File: src/psc_pkg.sv
`default_nettype none
// ----------------------------------------------------------------------------
// psc_pkg
// Shared types, widths and codes of the polygon slab clipper.
// ----------------------------------------------------------------------------
package psc_pkg;

   localparam int COORD_W     = 32;
   localparam int DIR_W       = 16;
   localparam int MPROD_W     = COORD_W + DIR_W;   // one dir * coord product
   localparam int ACC_W       = MPROD_W + 2;       // sum of three products
   localparam int PROJ_W      = ACC_W - 14;        // projection after floor shift
   localparam int DIFF_W      = PROJ_W + 1;        // bound - c and pc - c
   localparam int AMAG_W      = COORD_W + 1;       // p - v
   localparam int PROD_W      = AMAG_W + DIFF_W;   // |p - v| * |bound - c|
   localparam int CNT_W       = 7;
   localparam int MAX_RESULTS = 32;
   localparam int RES_AW      = 5;
   localparam int NRES_W      = 6;
   localparam int VERT_W      = 3 * COORD_W;

   localparam logic [1:0] STAT_OK    = 2'd0;
   localparam logic [1:0] STAT_EMPTY = 2'd1;
   localparam logic [1:0] STAT_OVF   = 2'd2;

   typedef logic signed [COORD_W-1:0] psc_coord_type;
   typedef logic signed [PROJ_W-1:0]  psc_proj_type;

   typedef struct packed {
      logic signed [31:0] pos_x;
      logic signed [31:0] pos_y;
      logic signed [31:0] pos_z;
      logic               last_vertex;
      logic signed [15:0] dir_x;
      logic signed [15:0] dir_y;
      logic signed [15:0] dir_z;
      logic signed [31:0] below_bound;
      logic signed [31:0] above_bound;
   } psc_req_type;

   typedef struct packed {
      logic signed [31:0] out_x;
      logic signed [31:0] out_y;
      logic signed [31:0] out_z;
      logic               last_out;
      logic [5:0]         out_count;
      logic [1:0]         status;
   } psc_rsp_type;

   typedef enum logic [3:0] {
      ST_LOAD,
      ST_RDV,
      ST_CAP,
      ST_PROJ,
      ST_DEC,
      ST_XCHK,
      ST_MXGO,
      ST_MXWAIT,
      ST_PUTX,
      ST_PUTV,
      ST_NEXT,
      ST_EMRD,
      ST_EMLD,
      ST_EMHOLD
   } psc_state_type;

   typedef struct packed {
      logic load;
      logic rd_vert;
      logic cap_vert;
      logic proj_step;
      logic decide;
      logic x_begin;
      logic mx_go;
      logic ax_store;
      logic put_cross;
      logic put_vert;
      logic advance;
      logic emit_init;
      logic rd_res;
      logic emit_load;
      logic emit_next;
      logic finish;
   } psc_cmd_type;

   typedef struct packed {
      logic proj_last;
      logic x_any;
      logic keep;
      logic mx_done;
      logic ax_last;
      logic walk_end;
      logic emit_last;
   } psc_status_type;

endpackage
`default_nettype wire

File: src/psc_ctrl.sv
`default_nettype none
// ----------------------------------------------------------------------------
// psc_ctrl
// Clipper sequencer: load, edge walk with crossings, result emission.
// ----------------------------------------------------------------------------
module psc_ctrl (
   input  wire logic                       clock,
   input  wire logic                       reset,
   input  wire logic                       req_valid,
   input  wire logic                       req_last,
   input  wire logic                       rsp_stall,
   input  wire psc_pkg::psc_status_type    st,
   output psc_pkg::psc_cmd_type            cmd,
   output logic                            req_stall,
   output logic                            rsp_valid
);
   import psc_pkg::*;

   psc_state_type state_ff, state_in;

   always_ff @(posedge clock) begin
      if (reset) begin
         state_ff <= ST_LOAD;
      end else begin
         state_ff <= state_in;
      end
   end

   always_comb begin
      state_in  = state_ff;
      cmd       = '0;
      req_stall = 1'b1;
      rsp_valid = 1'b0;
      unique case (state_ff)
         ST_LOAD: begin
            req_stall = 1'b0;
            if (req_valid) begin
               cmd.load = 1'b1;
               if (req_last) begin
                  state_in = ST_RDV;
               end
            end
         end
         ST_RDV: begin
            cmd.rd_vert = 1'b1;
            state_in    = ST_CAP;
         end
         ST_CAP: begin
            cmd.cap_vert = 1'b1;
            state_in     = ST_PROJ;
         end
         ST_PROJ: begin
            cmd.proj_step = 1'b1;
            if (st.proj_last) begin
               state_in = ST_DEC;
            end
         end
         ST_DEC: begin
            cmd.decide = 1'b1;
            state_in   = ST_XCHK;
         end
         ST_XCHK: begin
            priority if (st.x_any) begin
               cmd.x_begin = 1'b1;
               state_in    = ST_MXGO;
            end else if (st.keep) begin
               state_in = ST_PUTV;
            end else begin
               state_in = ST_NEXT;
            end
         end
         ST_MXGO: begin
            cmd.mx_go = 1'b1;
            state_in  = ST_MXWAIT;
         end
         ST_MXWAIT: begin
            if (st.mx_done) begin
               cmd.ax_store = 1'b1;
               state_in     = st.ax_last ? ST_PUTX : ST_MXGO;
            end
         end
         ST_PUTX: begin
            cmd.put_cross = 1'b1;
            state_in      = ST_XCHK;
         end
         ST_PUTV: begin
            cmd.put_vert = 1'b1;
            state_in     = ST_NEXT;
         end
         ST_NEXT: begin
            cmd.advance = 1'b1;
            if (st.walk_end) begin
               cmd.emit_init = 1'b1;
               state_in      = ST_EMRD;
            end else begin
               state_in = ST_RDV;
            end
         end
         ST_EMRD: begin
            cmd.rd_res = 1'b1;
            state_in   = ST_EMLD;
         end
         ST_EMLD: begin
            cmd.emit_load = 1'b1;
            state_in      = ST_EMHOLD;
         end
         ST_EMHOLD: begin
            rsp_valid = 1'b1;
            if (!rsp_stall) begin
               cmd.emit_next = 1'b1;
               if (st.emit_last) begin
                  cmd.finish = 1'b1;
                  state_in   = ST_LOAD;
               end else begin
                  state_in = ST_EMRD;
               end
            end
         end
         default: begin
            state_in = ST_LOAD;
         end
      endcase
   end

endmodule
`default_nettype wire

File: config.mk
export PLATFORM = sky130hd
export DESIGN_NAME = psc_ctrl
export DESIGN_NICKNAME = d
export VERILOG_FILES = /design/src/psc_pkg.sv /design/src/psc_ctrl.sv
export SDC_FILE = /design/constraint.sdc
export NUM_CORES = 1
export LEC_CHECK = 0
export BUFFER_PORTS_ARGS = -buffer_cell sky130_fd_sc_hd__buf_2
export CORE_AREA = 2 2 39 41
export DETAILED_ROUTE_END_ITERATION = 7
export DIE_AREA = 0 0 41 43
export PLACE_DENSITY = 0.7
export SYNTH_ARGS = -nofsm -noshare
export SYNTH_HDL_FRONTEND = slang
export SYNTH_SLANG_ARGS = --single-unit
File: constraint.sdc
create_clock -name clock -period 2.6 [get_ports clock]
set_input_delay 0 -clock clock [delete_from_list [all_inputs] [get_ports clock]]
set_output_delay 0 -clock clock [all_outputs]
set_load 0.1 [all_outputs]
==> reports/qor.txt, run 1 <==
status - finished clean
Syn. warnings - 0
crit end category - primary output
final core utilization - 0.510
Fin Setup TNS - 0 ps
Area Growth Syn to Fin - 42.8%
biggest regs - state_ff: 4 flops
crit start category - register
post-layout min period - 2020 ps
critical path class - reg -> out
Leak - 0.340 nW
CP delay by family, top - simple AND/OR/NAND/NOR gates
max reg flops - 4
clk slew on worst S/H paths - 40 ps
dpl ws - 653 ps
critical path data arrival time - 2020 ps
Slew Viols, Final - 0
CP max stage cell - dfxtp_1
clock tree buffer depth - 2
CP cell instances - nand2b_1 -> nor3_4 -> and2_1 -> buf_2
count of state elements after synthesis - 4
placed insts - 117
Syn Nets - 88
Final ANT Viol Nets - 0
via count - 645
GRT Overall Usage - 0.180
Clock Latency Late Sink - 230 ps
initial antenna violation count - 0
Layout Nets - 119
design area - 706 µm²
Final Hold Viols - 0
drt total wl - 1460 µm
share of layout cells above drive strength 1 - 0.410
worst r2r src - state_ff[1]
pwr dens - 452 mW/mm²
vias in the first global route - 551
largest net degree at the start of global routing - 18
final worst path period share - 0.775
Max VDD drop - 0.000265 V
Worst Hold Endpoint - state_ff[3]
RSZ-0062 raised after global routing - false
worst-margin pin slew - 658 ps
Sink Count - 4
cell row count - 14
clk_skew - 2.77 ps
fmax - 496 MHz
Port Buffer Count - 29
Final Power - 319 µW
die width - 41 µm
Post-DP HPWL - 1120 µm
Starting Density - 0.357
relative slew slack - 0.561
worst reg2reg path depth - 5
height of the die - 43 µm
first-pass GRT wire length - 2190 µm
CP max FO - 13
Inserted Diodes - 0
R2R Path End - state_ff[3]
die area - 0.00176 mm²
hold path depth - 3
Cell variety after synth - 31
Root Buffer - clkbuf_4
drt drc - 0
max cap viols - 0
PostCTS Resize Cnt - 0
setup bufs post-CTS - 0
CTS tree - built
fin worst setup slack - 585 ps
core box area - 0.00138 mm²
reg2reg setup slack - 640 ps
Synth Instances - 76
most flop-heavy register - state_ff
Vias/cell - 5.33
drt pass-1 iters - 4
WL per Instance - 12.1 µm
CP peak stage delay - 680 ps
setup violators final - 0
grt total ovfl - 0
# H-tree levels - 1
Hold Startpoint - rsp_stall
CP startpoint - state_ff[3]
WHS - 64.3 ps
worst path bufs/invs - 1
Area after DPL - 673 µm²
I/O pin count - 30
post-synthesis cell area - 494 µm²
non-filler cells, final - 121
Avg Cell Area, Syn - 6.50 µm²
Seq/Total Area, Yosys - 0.162
initial DRC count - 20
Crit path required time - 2600 ps
Hold Crit Class - in -> reg
routability congestion estimate - 0.876
total CTS buffers - 3
-- per-layer routing --
metal / wire length [µm] / global-route usage / vias up
met5: 0 / 0 / -
met4: 10 / 0.107 / 0
met3: 143 / 0.0524 / 2
met2: 683 / 0.253 / 34
met1: 624 / 0.233 / 282
li1: - / - / 327
-- logic make-up (layout without fill, tap and decap cells) --
| kind of cell | after synthesis | in the layout | share of synthesized area |
|---|---|---|---|
| buffers and inverters | 7 | 36 | 0.0582 |
| multiplexers | 1 | 1 | 0.0203 |
| AND/OR/NAND/NOR | 43 | 43 | 0.420 |
| flip-flops | 4 | 4 | 0.162 |
| AO/OA/AOI/OAI | 21 | 21 | 0.339 |
-- how the worst max path moves through the flow --
| stage | slack [ps] | cells after the start | end |
|---|---|---|---|
| floorplan | -60 | 3 | cmd[10] |
| global placement | 710 | 5 | state_ff[3] |
| detailed placement | 650 | 5 | state_ff[3] |
| CTS | 560 | 4 | cmd[0] |
| global route | 480 | 4 | cmd[0] |
| finish | 580 | 4 | cmd[0] |
-- worst register-to-register path: stages (launching register included) --
cell	delay [ps]
dfxtp_1	730
and4b_1	300
a32o_2	260
a311oi_4	330
o31ai_1	130
a21oi_1	150
-- layout make-up --
type	count	area [µm²]
Fill cell	146	678
Sequential cell	4	80.1
Multi-Input combinational cell	65	417
Inverter	3	11.3
Tap cell	16	20.0
Timing Repair Buffer	30	155
Clock buffer	3	22.5
-- cells in the mapped netlist, drive strengths merged --
master / count / area, µm²
a311oi: 1 / 26.3
inv: 3 / 11.3
o21a: 1 / 7.51
clkbuf: 1 / 3.75
buf: 3 / 13.8
a2111oi: 1 / 15.0
and3: 1 / 6.26
a21oi: 5 / 25.0
o31ai: 1 / 7.51
nand2: 10 / 37.5
nor3: 4 / 20.0
a211oi: 1 / 7.51
o22a: 1 / 8.76
and2: 2 / 12.5
or2: 1 / 6.26
nand3: 2 / 10.0
nor2b: 2 / 12.5
dfxtp: 4 / 80.1
nand2b: 5 / 31.3
a32oi: 1 / 8.76
o21ai: 5 / 25.0
a32o: 1 / 11.3
nor2: 14 / 52.6
and4b: 1 / 10.0
a22oi: 1 / 7.51
o2bb2ai: 2 / 17.5
nor4b: 1 / 8.76
mux2i: 1 / 10.0
-- report_power, final --
group          internal, mW  total (mW)  leakage [nW]  switching (mW)
Clock                0.0514      0.0737        0.0138          0.0223
Sequential           0.0658      0.0832        0.0325          0.0173
Combinational        0.0431       0.162         0.294           0.119
Total                 0.160       0.319         0.340           0.159
-- cells in the final DEF (no fill, tap or decap), types with 2 or more instances in the layout --
cell and count:
a21oi_1 5, o21ai_1 2, nor2b_1 2, o21ai_0 3, nor2_1 13, nand3_1 2, dfxtp_1 4, clkbuf_4 3
nor3_2 2, o2bb2ai_1 2, nand2_1 10, inv_2 2, buf_2 29, nand2b_1 5
-- what timing repair did --
action,4_1_cts,5_1_grt
hold buffers,1,0
setup endpoints to repair,0,0
hold endpoints to repair,4,0
(Power assumes the default switching activity.)
==> inputs of run 2 (changes only) <==
--- a/config.mk
+++ b/config.mk
@@ -6,10 +6,10 @@
 export NUM_CORES = 1
 export LEC_CHECK = 0
 export BUFFER_PORTS_ARGS = -buffer_cell sky130_fd_sc_hd__buf_2
-export CORE_AREA = 2 2 39 41
+export CORE_MARGIN = 2
+export CORE_UTILIZATION = 37
 export DETAILED_ROUTE_END_ITERATION = 7
-export DIE_AREA = 0 0 41 43
-export PLACE_DENSITY = 0.7
+export PLACE_DENSITY = 0.73
 export SYNTH_ARGS = -nofsm -noshare
 export SYNTH_HDL_FRONTEND = slang
 export SYNTH_SLANG_ARGS = --single-unit
==> constraint.sdc (replaced) <==
create_clock -name clock -period 1.65 [get_ports clock]
set_input_delay 0 -clock clock [delete_from_list [all_inputs] [get_ports clock]]
set_output_delay 0 -clock clock [all_outputs]
set_load 0.1 [all_outputs]
==> run 2 against run 1 <==
Net effect:
- flip-flop and latch count stayed put
- final cell count rose by 5.8%
- setup slack lost 530 ps
- sequential share of layout area fell by 3.1 points
- power grew 79%
- worst hold slack got worse by 4.4 ps
- non-clock buffer count rose by 7
- highest routed layer is now met3
==> reports/qor.txt, run 2 (same netlist as run 1, synthesis figures left out) <==
fillcell total - 83 (-43%)
fmax - 627 MHz
Layout Nets - 126 (+5.9%)
RSZ-0062 raised after global routing - true
worst reg2reg path depth - 5 (unchanged)
CP max FO - 7 (-6)
max cap viols - 0 (unchanged)
most flop-heavy register - state_ff
critical path class - reg -> reg
Clock Latency Late Sink - 230 ps (about the same)
final worst path period share - 0.966
die width - 40.5 µm (-1.1%)
Switching Fraction - 0.481 (-0.0162)
via count - 706 (+9.5%)
pwr dens - 552 mW/mm² (+22%)
die area - 0.00164 mm² (-6.8%)
I/O pin count - 30 (unchanged)
Hold Startpoint - rsp_stall
GRT Overall Usage - 0.230 (+0.0497)
Final Power - 570 µW (+79%)
Starting Density - 0.390 (+0.0324)
core box area - 0.00127 mm² (-8.3%)
fin worst setup slack - 55.8 ps (-529 ps)
grt total ovfl - 0 (unchanged)
post-layout min period - 1590 ps
Max VDD drop - 0.000579 V (+120%)
Port Buffer Count - 29 (unchanged)
largest net degree at the start of global routing - 15 (-3)
worst r2r src - state_ff[2]
Final Hold Viols - 0 (unchanged)
Post-DP HPWL - 1400 µm (+25%)
drt pass-1 iters - 4 (unchanged)
cell row count - 13 (-1)
initial DRC count - 27 (+35%)
Vias/cell - 5.52 (+3.5%)
CTS tree - built
Int Pwr - 296 µW (+84%)
height of the die - 40.5 µm (-5.7%)
WL per Instance - 13.7 µm (+13%)
Crit path required time - 1810 ps (-790 ps)
routability congestion estimate - 0.853 (-2.6%)
Worst Hold Endpoint - state_ff[3]
relative slew slack - 0.679 (+0.118)
max reg flops - 4 (unchanged)
crit start category - register
Final ANT Viol Nets - 0 (unchanged)
most common cell after layout, fill and taps aside - buf_12
Hold Crit Class - in -> reg
commonest cells after routing, fill and taps aside - buf_12 (15), buf_2 (13), nand2_1 (9), nor2_1 (9), buf_4 (7)
Inserted Diodes - 0 (unchanged)
clock tree buffer depth - 2 (unchanged)
share of layout cells above drive strength 1 - 0.531 (+0.121)
R2R Path End - state_ff[3]
CP startpoint - state_ff[2]
clk_skew - 3.17 ps (+0.401 ps)
critical path data arrival time - 1760 ps (-260 ps)
status - finished clean
sequential power share - 0.197 (-0.064)
Comb pwr share - 0.570 (+0.061)
dpl ws - 68.7 ps (-584 ps)
total CTS buffers - 3 (unchanged)
drt total wl - 1750 µm (+20%)
Sink Count - 4 (unchanged)
Psw - 274 µW (+73%)
crit end category - register
biggest regs - state_ff: 4 flops
drt drc - 0 (unchanged)
clk slew on worst S/H paths - 40 ps (about the same)
vias in the first global route - 596 (+8.2%)
initial antenna violation count - 0 (unchanged)
first-pass GRT wire length - 2500 µm (+14%)
Root Buffer - clkbuf_4
Area Growth Syn to Fin - 109%
setup violators final - 0 (unchanged)
worst-margin pin slew - 485 ps (-173 ps)
hold path depth - 3 (unchanged)
reg2reg setup slack - 60 ps (-580 ps)
# H-tree levels - 1 (unchanged)
Leak - 0.437 nW (+28%)
Slew Viols, Final - 0 (unchanged)
clock network power share - 0.234 (+0.003)
[run 2: cell types whose count changed in the layout (fill, tap and decap cells not counted), moves of 2 or more]
cell / change
buf_2: -16
buf_12: +15
buf_4: +7
nor2_1: -4
nor2_2: +3
and2_4: +2
dfxtp_1: -2
[run 2: power groups by stage]
stage | registers (mW) | logic [mW] | clock network, mW
2_1_floorplan | 0.110 | 0.239 | 0
3_3_place_gp | 0.112 | 0.311 | 0
3_5_place_dp | 0.113 | 0.316 | 0
5_1_grt | 0.113 | 0.342 | 0.150
6_report | 0.112 | 0.325 | 0.133
4_1_cts | 0.111 | 0.319 | 0.139
[run 2: layer usage]
layer | global-route usage | wire length [µm] | vias to the layer above
li1 | - | - | 349
met4 | 0.125 | 0 | 0
met3 | 0.0389 | 116 | 0
met2 | 0.377 | 930 | 35
met1 | 0.281 | 704 | 322
met5 | 0 | 0 | -
[run 2: metrics by stage]
step,cell area [µm²],utilization,setup TNS (ps),hold WS (ps),std cells
floorplan,588,-,-2690,59.4,76
global placement,992,0.782,0,193,123
detailed placement,992,0.782,0,201,123
CTS,1030,0.811,0,54.9,128
global route,1030,0.814,-27.9,72.8,128
finish,1030,0.814,0,59.9,128
[run 2: final cells by class]
class / count / area (µm²) / area share
Clock buffer: 4 / 26.3 / 0.0255
Sequential cell: 4 / 85.1 / 0.0824
Tap cell: 15 / 18.8 / 0.0182
Multi-Input combinational cell: 65 / 455 / 0.441
Inverter: 3 / 11.3 / 0.0109
Timing Repair Buffer: 37 / 435 / 0.422
[run 2: worst max-delay path by stage]
| stage | cells after the start | slack [ps] | endpoint |
|---|---|---|---|
| after global placement | 6 | 140 | state_ff[3] |
| after detailed placement | 5 | 70 | state_ff[3] |
| final | 5 | 60 | state_ff[3] |
| after CTS | 5 | 30 | cmd[0] |
| after floorplan | 3 | -410 | cmd[8] |
| after global routing | 5 | -20 | state_ff[0] |
[run 2: timing repair]
action	CTS	global route
endpoints found under the hold margin	4	0
hold buffers	1	0
setup buffers	0	0
resized for setup	0	3
setup endpoints to repair	0	5
[run 2: worst max-delay path: stages, from the launching register on]
cell and delay (ps):
dfxtp_4 370, and4b_2 260, a32o_2 260, a311oi_4 340, o31ai_1 140, a21oi_1 160
